## src/hw/rtl/eafr_pkg.sv

```systemverilog
package eafr_pkg;

  // Receiver framing phase
  typedef enum logic [1:0] {
    PH_HUNT   = 2'd0,
    PH_LEN_HI = 2'd1,
    PH_LEN_LO = 2'd2,
    PH_BODY   = 2'd3
  } phase_t;

  // Token classes passed from the front to the back
  typedef enum logic [1:0] {
    TOK_START = 2'd0,
    TOK_BODY  = 2'd1,
    TOK_CHECK = 2'd2
  } tok_kind_t;

  // Result kinds as seen on the result port
  typedef enum logic [1:0] {
    KIND_PAYLOAD     = 2'd0,
    KIND_MSG_GOOD    = 2'd1,
    KIND_STATUS_GOOD = 2'd2,
    KIND_CSUM_BAD    = 2'd3
  } kind_t;

  localparam int unsigned PLEN_W = 7;
  localparam int unsigned POS_W  = 4;

  typedef struct packed {
    tok_kind_t         kind;
    logic [7:0]        value;
    logic [PLEN_W-1:0] plen;
  } token_t;

  typedef struct packed {
    kind_t              kind;
    logic [7:0]         payload_byte;
    logic signed [7:0]  signal_strength;
    logic [PLEN_W-1:0]  payload_length;
    logic [7:0]         ack_frame_id;
    logic [7:0]         delivery_status;
  } result_t;

  localparam logic [7:0] START_MARK  = 8'h7E;
  localparam logic [7:0] ESC_MARK    = 8'h7D;
  localparam logic [7:0] XON_MARK    = 8'h11;
  localparam logic [7:0] XOFF_MARK   = 8'h13;
  localparam logic [7:0] FLIP_MASK   = 8'h20;
  localparam logic [7:0] CSUM_BASE   = 8'hFF;
  localparam logic [7:0] TYPE_RX     = 8'h80;
  localparam logic [7:0] TYPE_STATUS = 8'h89;

  localparam logic [15:0]       RX_OVERHEAD = 16'd11;
  localparam logic [PLEN_W-1:0] PLEN_MAX    = 7'd127;

  localparam logic [POS_W-1:0] POS_TYPE    = 4'd0;
  localparam logic [POS_W-1:0] POS_ID      = 4'd1;
  localparam logic [POS_W-1:0] POS_STATUS  = 4'd2;
  localparam logic [POS_W-1:0] POS_RSSI    = 4'd9;
  localparam logic [POS_W-1:0] POS_PAYLOAD = 4'd11;

  localparam int unsigned QUEUE_DEPTH = 2;

endpackage

```

## src/hw/rtl/eafr_fifo.sv

```systemverilog
module eafr_fifo #(
  parameter int unsigned W     = 8,
  parameter int unsigned DEPTH = 2
) (
  input  logic         clk,
  input  logic         rst_n,
  input  logic         push,
  input  logic [W-1:0] din,
  output logic         full,
  input  logic         pop,
  output logic [W-1:0] dout,
  output logic         empty
);

  localparam int unsigned PTR_W = (DEPTH > 1) ? $clog2(DEPTH) : 1;
  localparam int unsigned CNT_W = $clog2(DEPTH + 1);

  logic [W-1:0]     mem_r [DEPTH];
  logic [PTR_W-1:0] wr_ptr_r, wr_ptr_nxt;
  logic [PTR_W-1:0] rd_ptr_r, rd_ptr_nxt;
  logic [CNT_W-1:0] count_r, count_nxt;
  logic             do_push, do_pop;

  assign full    = (count_r == CNT_W'(DEPTH));
  assign empty   = (count_r == '0);
  assign do_push = push && !full;
  assign do_pop  = pop && !empty;
  assign dout    = mem_r[rd_ptr_r];

  always_comb begin
    wr_ptr_nxt = wr_ptr_r;
    rd_ptr_nxt = rd_ptr_r;
    count_nxt  = count_r;
    if (do_push) begin
      wr_ptr_nxt = (wr_ptr_r == PTR_W'(DEPTH - 1)) ? '0 : wr_ptr_r + 1'b1;
    end
    if (do_pop) begin
      rd_ptr_nxt = (rd_ptr_r == PTR_W'(DEPTH - 1)) ? '0 : rd_ptr_r + 1'b1;
    end
    if (do_push && !do_pop) begin
      count_nxt = count_r + 1'b1;
    end else if (do_pop && !do_push) begin
      count_nxt = count_r - 1'b1;
    end
  end

  always_ff @(posedge clk) begin
    if (!rst_n) begin
      wr_ptr_r <= '0;
      rd_ptr_r <= '0;
      count_r  <= '0;
    end else begin
      wr_ptr_r <= wr_ptr_nxt;
      rd_ptr_r <= rd_ptr_nxt;
      count_r  <= count_nxt;
    end
  end

  always_ff @(posedge clk) begin
    if (do_push) begin
      mem_r[wr_ptr_r] <= din;
    end
  end

endmodule

```

## src/hw/rtl/eafr_front.sv

```systemverilog
module eafr_front #(
  parameter int unsigned MAX_FRAME = 128
) (
  input  logic                 clk,
  input  logic                 rst_n,
  input  logic                 accept,
  input  logic [7:0]           rx_byte,
  output logic                 tok_valid,
  output eafr_pkg::token_t     tok
);

  localparam int unsigned LEN_W = $clog2(MAX_FRAME + 1);

  eafr_pkg::phase_t phase_r, phase_nxt;
  logic [7:0]       len_hi_r, len_hi_nxt;
  logic [LEN_W-1:0] bytes_left_r, bytes_left_nxt;
  logic             esc_r, esc_nxt;

  logic [15:0] frame_len;
  logic        too_long;
  logic        is_mark;
  logic [7:0]  value;
  logic [15:0] plen_diff;
  logic [eafr_pkg::PLEN_W-1:0] plen;

  assign frame_len = {len_hi_r, rx_byte};
  assign too_long  = ({1'b0, frame_len} > 17'(MAX_FRAME));
  assign is_mark   = (rx_byte == eafr_pkg::START_MARK) || (rx_byte == eafr_pkg::ESC_MARK) ||
                     (rx_byte == eafr_pkg::XON_MARK) || (rx_byte == eafr_pkg::XOFF_MARK);
  assign value     = esc_r ? (rx_byte ^ eafr_pkg::FLIP_MASK) : rx_byte;
  assign plen_diff = frame_len - eafr_pkg::RX_OVERHEAD;

  // Payload length: frame length less header, floored at zero, capped at 127
  always_comb begin
    if (frame_len <= eafr_pkg::RX_OVERHEAD) begin
      plen = '0;
    end else if (plen_diff > 16'(eafr_pkg::PLEN_MAX)) begin
      plen = eafr_pkg::PLEN_MAX;
    end else begin
      plen = plen_diff[eafr_pkg::PLEN_W-1:0];
    end
  end

  // Next state
  always_comb begin
    phase_nxt = phase_r;
    if (accept) begin
      unique case (phase_r)
        eafr_pkg::PH_HUNT: begin
          if (rx_byte == eafr_pkg::START_MARK) phase_nxt = eafr_pkg::PH_LEN_HI;
        end
        eafr_pkg::PH_LEN_HI: begin
          phase_nxt = eafr_pkg::PH_LEN_LO;
        end
        eafr_pkg::PH_LEN_LO: begin
          phase_nxt = too_long ? eafr_pkg::PH_HUNT : eafr_pkg::PH_BODY;
        end
        eafr_pkg::PH_BODY: begin
          if ((esc_r || !is_mark) && (bytes_left_r == '0)) phase_nxt = eafr_pkg::PH_HUNT;
        end
      endcase
    end
  end

  // Datapath and token output
  always_comb begin
    len_hi_nxt     = len_hi_r;
    bytes_left_nxt = bytes_left_r;
    esc_nxt        = esc_r;
    tok_valid      = 1'b0;
    tok.kind       = eafr_pkg::TOK_BODY;
    tok.value      = value;
    tok.plen       = plen;
    if (accept) begin
      unique case (phase_r)
        eafr_pkg::PH_HUNT: begin
        end
        eafr_pkg::PH_LEN_HI: begin
          len_hi_nxt = rx_byte;
        end
        eafr_pkg::PH_LEN_LO: begin
          if (!too_long) begin
            bytes_left_nxt = frame_len[LEN_W-1:0];
            esc_nxt        = 1'b0;
            tok_valid      = 1'b1;
            tok.kind       = eafr_pkg::TOK_START;
          end
        end
        eafr_pkg::PH_BODY: begin
          if (!esc_r && is_mark) begin
            esc_nxt = 1'b1;
          end else begin
            esc_nxt   = 1'b0;
            tok_valid = 1'b1;
            if (bytes_left_r != '0) begin
              bytes_left_nxt = bytes_left_r - 1'b1;
              tok.kind       = eafr_pkg::TOK_BODY;
            end else begin
              tok.kind = eafr_pkg::TOK_CHECK;
            end
          end
        end
      endcase
    end
  end

  always_ff @(posedge clk) begin
    if (!rst_n) begin
      phase_r      <= eafr_pkg::PH_HUNT;
      bytes_left_r <= '0;
      esc_r        <= 1'b0;
    end else begin
      phase_r      <= phase_nxt;
      bytes_left_r <= bytes_left_nxt;
      esc_r        <= esc_nxt;
    end
  end

  always_ff @(posedge clk) begin
    len_hi_r <= len_hi_nxt;
  end

endmodule

```

## src/hw/rtl/eafr_back.sv

```systemverilog
module eafr_back (
  input  logic              clk,
  input  logic              rst_n,
  input  logic              tok_take,
  input  eafr_pkg::token_t  tok,
  output logic              res_valid,
  output eafr_pkg::result_t res
);

  logic [7:0]                  sum_r, sum_nxt;
  logic [7:0]                  type_r, type_nxt;
  logic [eafr_pkg::POS_W-1:0]  pos_r, pos_nxt;
  logic [7:0]                  id_r, id_nxt;
  logic [7:0]                  status_r, status_nxt;
  logic [7:0]                  rssi_r, rssi_nxt;
  logic [eafr_pkg::PLEN_W-1:0] plen_r, plen_nxt;

  logic [7:0] type_now;
  logic       csum_good;

  assign type_now  = (pos_r == eafr_pkg::POS_TYPE) ? tok.value : type_r;
  assign csum_good = ((eafr_pkg::CSUM_BASE - sum_r) == tok.value);

  always_comb begin
    sum_nxt    = sum_r;
    type_nxt   = type_r;
    pos_nxt    = pos_r;
    id_nxt     = id_r;
    status_nxt = status_r;
    rssi_nxt   = rssi_r;
    plen_nxt   = plen_r;
    res_valid  = 1'b0;
    res        = '0;
    if (tok_take) begin
      unique case (tok.kind)
        eafr_pkg::TOK_START: begin
          sum_nxt    = '0;
          type_nxt   = '0;
          pos_nxt    = '0;
          id_nxt     = '0;
          status_nxt = '0;
          rssi_nxt   = '0;
          plen_nxt   = tok.plen;
        end
        eafr_pkg::TOK_BODY: begin
          sum_nxt  = sum_r + tok.value;
          type_nxt = type_now;
          // Position saturates once the payload region is reached
          if (pos_r != eafr_pkg::POS_PAYLOAD) pos_nxt = pos_r + 1'b1;
          if (type_now == eafr_pkg::TYPE_RX) begin
            if (pos_r == eafr_pkg::POS_RSSI) rssi_nxt = tok.value;
            if (pos_r == eafr_pkg::POS_PAYLOAD) begin
              res_valid        = 1'b1;
              res.kind         = eafr_pkg::KIND_PAYLOAD;
              res.payload_byte = tok.value;
            end
          end else if (type_now == eafr_pkg::TYPE_STATUS) begin
            if (pos_r == eafr_pkg::POS_ID) id_nxt = tok.value;
            else if (pos_r == eafr_pkg::POS_STATUS) status_nxt = tok.value;
          end
        end
        eafr_pkg::TOK_CHECK: begin
          if (type_r == eafr_pkg::TYPE_RX) begin
            res_valid           = 1'b1;
            res.kind            = csum_good ? eafr_pkg::KIND_MSG_GOOD : eafr_pkg::KIND_CSUM_BAD;
            res.signal_strength = rssi_r;
            res.payload_length  = plen_r;
          end else if ((type_r == eafr_pkg::TYPE_STATUS) && csum_good) begin
            res_valid           = 1'b1;
            res.kind            = eafr_pkg::KIND_STATUS_GOOD;
            res.ack_frame_id    = id_r;
            res.delivery_status = status_r;
          end
        end
        default: begin
        end
      endcase
    end
  end

  always_ff @(posedge clk) begin
    if (!rst_n) begin
      sum_r    <= '0;
      type_r   <= '0;
      pos_r    <= '0;
      id_r     <= '0;
      status_r <= '0;
      rssi_r   <= '0;
      plen_r   <= '0;
    end else begin
      sum_r    <= sum_nxt;
      type_r   <= type_nxt;
      pos_r    <= pos_nxt;
      id_r     <= id_nxt;
      status_r <= status_nxt;
      rssi_r   <= rssi_nxt;
      plen_r   <= plen_nxt;
    end
  end

endmodule

```

## src/hw/rtl/escaped_api_frame_receiver.sv

```systemverilog
// Path: the token for a byte is registered in the token queue, then decoded by the back end
//   into the result queue, whose head drives the out_ ports; a full result queue holds tokens back.
// Throughput: one byte per cycle while the token queue is not full (in_full low).
// Reset: synchronous active-low rst_n returns the receiver to start-byte hunt and
//   empties both queues; queue storage itself is not cleared.
module escaped_api_frame_receiver #(
  parameter int unsigned MAX_FRAME = 128
) (
  input  logic              clk,
  input  logic              rst_n,
  // Input channel: one raw serial byte per transfer
  input  logic              in_push,
  output logic              in_full,
  input  logic [7:0]        in_rx_byte,
  // Result channel
  output logic              out_empty,
  input  logic              out_pop,
  output logic [1:0]        out_kind,
  output logic [7:0]        out_payload_byte,
  output logic signed [7:0] out_signal_strength,
  output logic [6:0]        out_payload_length,
  output logic [7:0]        out_ack_frame_id,
  output logic [7:0]        out_delivery_status
);

  localparam int unsigned TOK_W = $bits(eafr_pkg::token_t);
  localparam int unsigned RES_W = $bits(eafr_pkg::result_t);

  logic              in_accept;
  logic              tok_valid;
  eafr_pkg::token_t  tok_in;
  eafr_pkg::token_t  tok_head;
  logic              tok_full;
  logic              tok_empty;
  logic              tok_take;
  logic              res_valid;
  eafr_pkg::result_t res_in;
  eafr_pkg::result_t res_head;
  logic              res_full;

  // Front end: unescape and frame each byte; every transfer yields at most one token.
  // Stall the input only when the token queue is full.
  assign in_full   = tok_full;
  assign in_accept = in_push && !tok_full;

  eafr_front #(
    .MAX_FRAME(MAX_FRAME)
  ) u_front (
    .clk      (clk),
    .rst_n    (rst_n),
    .accept   (in_accept),
    .rx_byte  (in_rx_byte),
    .tok_valid(tok_valid),
    .tok      (tok_in)
  );

  // Token queue between front and back lets each side stall on its own
  eafr_fifo #(
    .W    (TOK_W),
    .DEPTH(eafr_pkg::QUEUE_DEPTH)
  ) u_tok_q (
    .clk  (clk),
    .rst_n(rst_n),
    .push (tok_valid),
    .din  (tok_in),
    .full (tok_full),
    .pop  (tok_take),
    .dout (tok_head),
    .empty(tok_empty)
  );

  // Back end: advance one token whenever the result queue has room, so a
  // token that produces a result never finds the result queue full
  assign tok_take = !tok_empty && !res_full;

  eafr_back u_back (
    .clk      (clk),
    .rst_n    (rst_n),
    .tok_take (tok_take),
    .tok      (tok_head),
    .res_valid(res_valid),
    .res      (res_in)
  );

  // Result queue: hold finished results until the consumer pops them
  eafr_fifo #(
    .W    (RES_W),
    .DEPTH(eafr_pkg::QUEUE_DEPTH)
  ) u_res_q (
    .clk  (clk),
    .rst_n(rst_n),
    .push (res_valid),
    .din  (res_in),
    .full (res_full),
    .pop  (out_pop),
    .dout (res_head),
    .empty(out_empty)
  );

  assign out_kind            = res_head.kind;
  assign out_payload_byte    = res_head.payload_byte;
  assign out_signal_strength = res_head.signal_strength;
  assign out_payload_length  = res_head.payload_length;
  assign out_ack_frame_id    = res_head.ack_frame_id;
  assign out_delivery_status = res_head.delivery_status;

endmodule
```

## config.mk

```make
export PLATFORM = sky130hd
export DESIGN_NAME = escaped_api_frame_receiver
export DESIGN_NICKNAME = d
export VERILOG_FILES = /design/src/hw/rtl/eafr_pkg.sv /design/src/hw/rtl/eafr_fifo.sv /design/src/hw/rtl/eafr_front.sv /design/src/hw/rtl/eafr_back.sv /design/src/hw/rtl/escaped_api_frame_receiver.sv
export SDC_FILE = /design/constraint.sdc
export NUM_CORES = 1
export LEC_CHECK = 0
export BUFFER_PORTS_ARGS = -buffer_cell sky130_fd_sc_hd__buf_2
export CORE_MARGIN = 3
export CORE_UTILIZATION = 25
export DETAILED_ROUTE_END_ITERATION = 10
export GPL_TIMING_DRIVEN = 0
export HOLD_SLACK_MARGIN = 0.03
export SLEW_MARGIN = 10
export SYNTH_ARGS = -nofsm -noshare
export SYNTH_HDL_FRONTEND = slang
export SYNTH_SLANG_ARGS = --single-unit
export TNS_END_PERCENT = 20
```

## constraint.sdc

```tcl
create_clock -name clk -period 5.3 [get_ports clk]
set_clock_uncertainty 0.05 [all_clocks]
set_input_delay 1.06 -clock clk [delete_from_list [all_inputs] [get_ports clk]]
set_output_delay 1.06 -clock clk [all_outputs]
set_load 0.03 [all_outputs]
```

==> metrics, run 1 <==
RSZ-0062 raised after global routing no; total CTS buffers 17; first-pass GRT wire length between 30000 and 40000 um; Die Y ~190 um; pwr dens 329 nW/um^2; VDD IR-drop max ~0.27 mV; CP Data Arrival Time 3950 ps; Buffers on Ports 53; setup_tns 0 ps; Post-synth EDFFs approximately 120; # IOs 55; diodes inserted 0; Critical Path Source Type register; layout cells sized above 1 0.198; net count after synthesis 743; yosys warns 0; area added between synthesis and finish 17.4%; Distinct cells, synth 68; Post-Synthesis Cell Area approximately 8600 um^2; post-layout instance area about 10000 um^2; worst skew pair latency approximately 430 ps; Seq cells post-synth between 150 and 200; Total Routing Usage GR 0.106; CTS tree yes; CTS Sinks about 200; Lkg Pwr 3.26 nW; fraction of registers with async set/reset 0; Main synth FF type edfxtp_1; row cnt 67; final core occ 0.300; core area between 30000 and 40000 um^2; final wirelength around 19000 um; vias between 5000 and 6000; largest net degree at the start of global routing 31; Placement Cell Area 9530 um^2; gpl congestion approximately 0.80; Post CTS Setup Buffer Count 0; grt ovf 0; DR vias/cell approximately 4.6; worst slew pin tran between 700 and 800 ps; Setup CP Type register to register; WL per Instance around 15 um; post-CTS sizing 0; HPWL Detailed 13600 um; endpoint type of the worst setup path register; fmax 259 MHz; Reg clk slew, reported paths 80 ps; Mapped Cells 709; Die Area ~37000 um^2; Hold Fails Final Rpt 0; syn_area_per_cell 12.2 um^2; drt first pass iters 5; Initial Util 0.256; Max Cap Viol 0; # setup viols final 0; initial antenna violation count 0; CTS root buf clkbuf_16; Setup WS pre-CTS about 1500 ps; Clock Path Buffers 2; H-tree levels 4; Residual DRC 0; Tcrit/Tclk final 0.729; Crit Path Max Fanout 23; CTS Hold Bufs 0; Worst slew margin 0.478; nets approximately 820; Detail Route Antenna Nets 0; sequential area share after synthesis 0.598; critical path data required time approximately 5400 ps; fin. max-slew vios 0; vias in the first global route approximately 5600; chip width approximately 190 um; HP Class register to register; run status finished, final reports clean; fin crit period 3860 ps; Initial DRC Count between 300 and 400; Final WS setup 1440 ps
[registers in the layout (all words and copies together) (netlist names), 4 cells and up, named ones only]
name,count
u_res_q.mem_r,82
u_back.rssi_r,8
u_back.pos_r,4
u_back.plen_r,7
u_back.sum_r,8
u_back.type_r,8
u_front.len_hi_r,8
u_tok_q.mem_r,34
u_back.status_r,8
u_front.bytes_left_r,8
u_back.id_r,8
[Yosys cell counts (2+ instances only)]
cell	number	area, um^2
nor4_1	3	18.8
o21a_1	5	37.5
edfxtp_1	124	3720
and2_1	36	225
nand2_1	36	135
or3_1	5	31.3
a211oi_1	5	37.5
o21bai_1	4	30.0
o21ai_0	36	180
clkbuf_1	23	86.3
nand4_1	11	68.8
nor3b_1	4	30.0
mux2i_1	10	100
ha_1	21	263
inv_1	17	63.8
o211a_1	4	40.0
nor3_1	5	25.0
mux2_2	48	541
nand2b_1	4	25.0
nor2_1	34	128
and3_1	5	31.3
o22ai_1	4	25.0
nor2b_1	26	163
a21oi_1	22	110
buf_2	4	20.0
nand3b_1	2	15.0
o31ai_1	4	30.0
a31oi_1	2	12.5
nor4b_1	3	26.3
or2_2	3	18.8
xor2_1	15	131
nand3_1	42	210
a22oi_1	14	105
a21o_1	7	52.6
dfxtp_1	72	1440
and3b_1	2	17.5
xnor2_1	7	61.3
o211ai_1	2	15.0
a21boi_0	9	67.6
[where the power goes]
| part | switching, mW | internal, mW | total (mW) | leakage [nW] |
|---|---|---|---|---|
| Clock | 0.577 | 0.737 | 1.31 | 0.289 |
| Combinational | 0.238 | 0.130 | 0.368 | 1.42 |
| Sequential | 0.0157 | 1.63 | 1.65 | 1.55 |
| Total | 0.831 | 2.50 | 3.33 | 3.26 |
[layout by cell type (no fill, tap or decap), types with 5 or more instances in the layout]
cell | netlist | routed
a211oi_1 | 5 | 5
a21boi_0 | 9 | 9
a21o_1 | 7 | 7
a21oi_1 | 22 | 21
a22oi_1 | 14 | 14
and2_1 | 36 | 35
and3_1 | 5 | 5
buf_2 | 4 | 57
clkbuf_1 | 23 | 26
clkbuf_16 | 0 | 18
dfxtp_1 | 72 | 72
edfxtp_1 | 124 | 124
ha_1 | 21 | 21
inv_1 | 17 | 17
mux2_2 | 48 | 48
mux2i_1 | 10 | 10
nand2_1 | 36 | 36
nand3_1 | 42 | 42
nand4_1 | 11 | 11
nor2_1 | 34 | 34
nor2b_1 | 26 | 25
nor3_1 | 5 | 5
o21a_1 | 5 | 5
o21ai_0 | 36 | 36
or3_1 | 5 | 5
xnor2_1 | 7 | 7
xor2_1 | 15 | 15
[stage by stage]
step | total power [mW] | std cells | hold slack, ps
after floorplan | 1.94 | 709 | 385
after global placement | 2.04 | 1210 | 403
after detailed placement | 2.05 | 1213 | 409
after CTS | 3.36 | 1245 | 425
after global routing | 3.46 | 1245 | 449
final | 3.33 | 1245 | 420
[critical path: stages, from the launching register on]
cell,delay (ps)
dfxtp_1,320
buf_4,180
buf_2,340
mux2i_1,440
ha_1,250
clkbuf_1,360
and3_1,250
o21ai_0,70
o22ai_1,340
nor2b_4,680
buf_16,250
[layout make-up]
| type | instances | area (um^2) |
|---|---|---|
| Fill cell | 3439 | 23700 |
| Sequential cell | 196 | 5160 |
| Multi-Input combinational cell | 466 | 3300 |
| Tap cell | 448 | 561 |
| Clock buffer | 21 | 462 |
| Timing Repair Buffer | 56 | 324 |
| Clock inverter | 11 | 140 |
| Buffer | 29 | 118 |
| Inverter | 18 | 67.6 |
[logic make-up (layout without fill, tap and decap cells)]
logic type | Yosys count | in the layout | share of synthesized area
flops | 196 | 196 | 0.598
xor+xnor | 22 | 22 | 0.0223
compound gates | 129 | 129 | 0.0981
buf+inv | 47 | 135 | 0.0214
fa+ha+maj | 22 | 22 | 0.0328
simple gates | 234 | 234 | 0.151
mux | 59 | 59 | 0.0759
[path summary, 6_finish.rpt]
check	from	to	slack, ps	cells past startpoint
hold reg to reg	u_back.rssi_r[4]$_SDFFE_PN0P_	u_back.rssi_r[4]$_SDFFE_PN0P_	420	2
setup reg to reg	register	u_res_q.mem_r[0][5]$_DFFE_PP_	1440	10
hold / removal	u_back.rssi_r[4]$_SDFFE_PN0P_	u_back.rssi_r[4]$_SDFFE_PN0P_	420	2
setup / recovery	register	u_res_q.mem_r[0][5]$_DFFE_PP_	1440	10
[routing by layer]
layer / global-route usage / routed length [um] / up-vias
li1: - / - / 2775
met1: 0.139 / 9170 / 2791
met2: 0.175 / 9030 / 108
met3: 0.0243 / 731 / 19
met4: 0.0294 / 248 / 0
met5: 0 / 0 / -
Note: power is estimated with default switching activity, not from simulation.
==> run 2: changes to the inputs <==
==> constraint.sdc (replaced) <==
create_clock -name clk -period 3.79 [get_ports clk]
set_clock_uncertainty 0.05 [all_clocks]
set_input_delay 0.758 -clock clk [delete_from_list [all_inputs] [get_ports clk]]
set_output_delay 0.758 -clock clk [all_outputs]
set_load 0.03 [all_outputs]
==> run 2 against run 1 <==
Net effect: first-iteration DRC count fell by 2.7%; largest power group unchanged; largest cell class unchanged; die area unchanged; non-clock buffer count is 1 higher; worst hold slack worse by 1.2 ps; power grew 38%; critical path depth did not move; critical endpoint is now u_res_q.mem_r[1][9]$_DFFE_PP_; sequential power increased by 39%; core utilization barely moved; routed wire length is 0.63% lower; highest routed layer unchanged.
==> metrics, run 2 (synthesis gave the netlist of run 1 again) <==
run status finished, final reports clean; fmax 286 MHz; final wirelength ~19000 um; Setup CP Type register to register; RSZ-0062 raised after global routing no; Max Cap Viol 0; # setup viols final 0; Setup WS pre-CTS about 21 ps; highest-count cells in the layout ignoring fill and taps 124 x edfxtp_1, 72 x dfxtp_1, 57 x buf_2; endpoint type of the worst setup path register; Buffers on Ports between 50 and 60; Detail Route Antenna Nets 0; CTS Sinks approximately 200; core area ~34000 um^2; HPWL Detailed around 13000 um; Top reg by flops u_res_q.mem_r; grt ovf 0; DR vias/cell roughly 4.5; worst skew pair latency approximately 440 ps; nets between 800 and 900; Die Area between 30000 and 40000 um^2; drt first pass iters 5; CTS tree yes; Top Registers u_res_q.mem_r x82, u_tok_q.mem_r x34; setup_tns 0 ps; area added between synthesis and finish 17.2%; Hold Fails Final Rpt 0; critical path data required time just under 4000 ps; first-pass GRT wire length ~30000 um; Crit Path Max Fanout 25; Initial Util 0.256; worst flop-to-flop path endpoint u_res_q.mem_r[1][9]$_DFFE_PP_; Tcrit/Tclk final 0.921; Worst slew margin 0.461; fin crit period 3490 ps; vias in the first global route 5575; Critical Path Source Type register; multi-input logic area between 3000 and 4000 um^2; register area 5160 um^2; CP Data Arrival Time about 3600 ps; largest net degree at the start of global routing 27; HP Class register to register; chip width between 150 and 200 um; H-tree levels 4; CTS root buf clkbuf_16; Clock Path Buffers 2; crit path to u_res_q.mem_r[1][9]$_DFFE_PP_; WL per Instance approximately 15 um; gpl congestion ~0.79; Die Y 192 um; worst slew pin tran roughly 800 ps; diodes inserted 0; Total Routing Usage GR 0.106; VDD IR-drop max 0.371 mV; layout cells sized above 1 0.203; Final WS setup 300 ps; CTS Hold Bufs 0; fillers 3418; total power 4.58 mW; r2r setup slk 300 ps; Reg clk slew, reported paths 70 ps; Initial DRC Count approximately 320; # IOs 55; worst-case reg-to-reg path depth 10; Lkg Pwr approximately 3.3 nW; fin. max-slew vios 0; initial antenna violation count 1; total CTS buffers 17; row cnt 67; pwr dens around 450 nW/um^2; Largest register FFs 82; most common cell after layout, fill and taps aside edfxtp_1; Residual DRC 0; vias 5665
==> run 2: changes by cell type in the layout (fill, tap and decap cells not counted), sizes merged <==
cell / before / now
inv: 23 / 25
clkbuf: 44 / 39
bufinv: 2 / 1
buf: 62 / 64
clkinv: 2 / 5
==> run 2: layer usage <==
| layer | track usage | wire, um | part of all wire |
|---|---|---|---|
| met5 | 0 | 0 | 0 |
| met4 | 0.0246 | 165 | 0.0087 |
| met3 | 0.0297 | 993 | 0.052 |
| met2 | 0.169 | 8860 | 0.46 |
| met1 | 0.141 | 9050 | 0.47 |
==> run 2: power breakdown <==
group | switching [mW] | total (mW) | internal, mW
combinational | 0.332 | 0.516 | 0.183
clock | 0.839 | 1.76 | 0.925
sequential | 0.0205 | 2.30 | 2.28
==> run 2: stage by stage <==
step	cell area, um^2	util	cells	hold slack (ps)
final	10100	0.300	1246	419
after global routing	10100	0.300	1246	440
after CTS	10100	0.299	1246	423
after detailed placement	9530	0.282	1213	407
after global placement	9460	0.280	1210	403
after floorplan	8640	-	709	385
==> run 2: layout make-up <==
cell class	count	area share
sequential	196	0.510
buffer	29	0.0116
inverter	18	0.00667
clock inverter	15	0.0143
multi-input combinational	466	0.326
timing repair buffer	57	0.0336
clock buffer	17	0.0420
tap	448	0.0554
==> run 2: repair_timing <==
action	in CTS	in global routing
endpoints found under the setup margin	26	25
buffers inserted	1	0
resized for setup	0	3
==> run 2: critical path, cell delays in order (launching register included) <==
cell and delay, ps:
dfxtp_1 310, buf_4 170, buf_2 330, mux2_2 460, ha_1 370, nand4_1 200
nor2_1 150, nand3_1 100, o22ai_1 400, and2_4 400, buf_12 230
==> run 2: worst min-delay path by stage <==
stage,from,endpoint,depth (start not counted)
after floorplan,u_back.id_r[0]$_SDFFE_PN0P_,u_back.id_r[0]$_SDFFE_PN0P_,2
after global placement,u_back.status_r[6]$_SDFFE_PN0P_,u_back.status_r[6]$_SDFFE_PN0P_,2
after detailed placement,u_back.status_r[0]$_SDFFE_PN0P_,u_back.status_r[0]$_SDFFE_PN0P_,2
after CTS,u_back.status_r[0]$_SDFFE_PN0P_,u_back.status_r[0]$_SDFFE_PN0P_,2
after global routing,in_rx_byte[5],u_front.len_hi_r[5]$_DFFE_PP_,1
final,u_back.status_r[0]$_SDFFE_PN0P_,u_back.status_r[0]$_SDFFE_PN0P_,2
==> run 3: changes to the inputs <==
--- a/config.mk
+++ b/config.mk
@@ -14,5 +14,6 @@
 export SLEW_MARGIN = 10
 export SYNTH_ARGS = -nofsm -noshare
 export SYNTH_HDL_FRONTEND = slang
+export SYNTH_HIERARCHICAL = 1
 export SYNTH_SLANG_ARGS = --single-unit
 export TNS_END_PERCENT = 20
==> run 3 against run 2 <==
Net effect: sequential cell count unchanged; sequential share of layout area down 2.4 points; register-to-register slack worse by 130 ps.
==> metrics, run 3 <==
sequential area share after synthesis 0.573; chip width ~200 um; row cnt 68; final core occ 0.303; endpoint type of the worst setup path register; Lkg Pwr 3.54 nW; layout cells sized above 1 0.235; Crit Path Max Fanout 10; diodes inserted 0; Largest register FFs 82; Post-Synthesis Cell Area 9010 um^2; Main synth FF type edfxtp_1; Top reg by flops u_res_q/mem_r; critical path data required time approximately 4000 ps; DR vias/cell roughly 4.6; CTS Hold Bufs 0; CP Data Arrival Time 3940 ps; CTS Sinks about 200; run status finished, final reports clean; Distinct cells, synth 76; largest net degree at the start of global routing 27; HPWL Detailed about 14000 um; Detail Route Antenna Nets 0; largest cells by area after synthesis edfxtp_1 41%, dfxtp_1 16%, mux2_2 6.9%; hold path cells 2; initial antenna violation count 0; Die Y between 150 and 200 um; total CTS buffers 17; pwr dens just under 400 nW/um^2; H-tree levels 4; Worst slew margin 0.337; hold_ws 402 ps; final wirelength 20200 um; fin crit period 3620 ps; worst skew pair latency about 440 ps; Buffers on Ports 54; core area 35100 um^2; fraction of registers with async set/reset 0; Residual DRC 0; net count after synthesis 797; register area around 5200 um^2; Initial DRC Count around 470; fmax between 200 and 300 MHz; setup_tns 0 ps; fin. max-slew vios 0; # setup viols final 0; area added between synthesis and finish 17.9%; gpl congestion 0.826; Mapped Cells 763; fillers approximately 3600; Reg clk slew, reported paths ~70 ps; Top Registers u_res_q/mem_r x82, u_tok_q/mem_r x34; Post-synth EDFFs approximately 120; # IOs 55; Total Routing Usage GR 0.106; yosys warns 6; nets ~880; highest-count cells in the layout ignoring fill and taps 124 x edfxtp_1, 72 x dfxtp_1, 64 x buf_2; grt ovf 0; HP Class register to register; top cell type's share of synthesized area 0.413; worst-case reg-to-reg path depth 14; Clock Path Buffers 2; synth cell count leaders 124 x edfxtp_1, 72 x dfxtp_1, 56 x nand2_1, 56 x nor2_1, 55 x mux2_2; VDD IR-drop max roughly 0.3 mV; drt first pass iters 6; Max Cap Viol 0; RSZ-0062 raised after global routing no; vias 6074; Critical Path Source Type register; area leader, netlist edfxtp_1; Tcrit/Tclk final 0.954; CTS root buf clkbuf_16; worst slew pin tran just under 1000 ps; multi-input logic area approximately 3600 um^2; Seq cells post-synth just under 200; vias in the first global route 5779; post-layout instance area around 11000 um^2; Initial Util 0.257; WL per Instance 15.4 um; syn_area_per_cell roughly 12 um^2; Setup CP Type register to register; Hold Fails Final Rpt 0; most common cell in the netlist edfxtp_1; first-pass GRT wire length 32300 um; Placement Cell Area around 10000 um^2; most common cell after layout, fill and taps aside edfxtp_1; CTS tree yes; Die Area 38400 um^2
==> run 3: path summary, 6_finish.rpt <==
check	from	to	slack, ps
setup / recovery	register	u_res_q/count_r[1]$_SDFFE_PN0P_	170
hold reg to reg	u_back/plen_r[5]$_SDFFE_PN0P_	u_back/plen_r[5]$_SDFFE_PN0P_	400
setup reg to reg	register	u_res_q/count_r[1]$_SDFFE_PN0P_	170
hold / removal	u_back/plen_r[5]$_SDFFE_PN0P_	u_back/plen_r[5]$_SDFFE_PN0P_	400
==> run 3: where the power goes <==
part           switching (mW)  internal (mW)
sequential            0.00254           2.25
combinational           0.141         0.0760
clock                   0.869          0.871
total                    1.01           3.19
==> run 3: per-layer routing <==
layer	up-vias	track usage	routed length, um
li1	2976	-	-
met1	2896	0.145	9520
met2	176	0.166	9240
met3	26	0.0275	1180
met4	0	0.0280	239
met5	-	0	0
==> run 3: logic make-up (layout without fill, tap and decap cells) <==
logic type | after synthesis | count (layout) | share of synthesized area
fa+ha+maj | 22 | 22 | 0.0314
simple gates | 259 | 259 | 0.156
flops | 196 | 196 | 0.573
mux | 71 | 71 | 0.0869
xor+xnor | 20 | 20 | 0.0194
buf+inv | 69 | 164 | 0.0354
compound gates | 126 | 126 | 0.0977
==> run 3: area by class of cell <==
| type | instances | share of cell area |
|---|---|---|
| flip-flops and latches | 196 | 0.486 |
| well taps | 455 | 0.0536 |
| clock inverters | 15 | 0.0135 |
| repair buffers | 63 | 0.0340 |
| multi-input cells | 498 | 0.342 |
| inverters | 24 | 0.00848 |
| clock buffers | 17 | 0.0400 |
| plain buffers | 45 | 0.0227 |
==> run 3: repair_timing <==
item / 4_1_cts / 5_1_grt
setup endpoints to repair: 69 / 53
pin swaps: 1 / 1
gates resized for setup: 4 / 6
setup buffers: 1 / 5
==> run 3: worst max-delay path, stage by stage, from the launching register on <==
cell	delay, ps
dfxtp_1	310
buf_4	170
buf_8	170
mux2_4	380
ha_4	310
nand3_1	120
or4_1	570
o21ai_0	130
a32oi_1	150
nor2_2	150
inv_1	100
nor2_1	150
ha_1	280
or3_1	360
a21boi_1	130
==> run 3: metrics by stage <==
step	power (mW)	setup slack, ps	std cells
floorplan	2.45	4.90	763
global placement	2.52	-1060	1272
detailed placement	2.52	-614	1275
CTS	4.26	13.4	1308
global route	4.35	12.6	1313
finish	4.21	173	1313
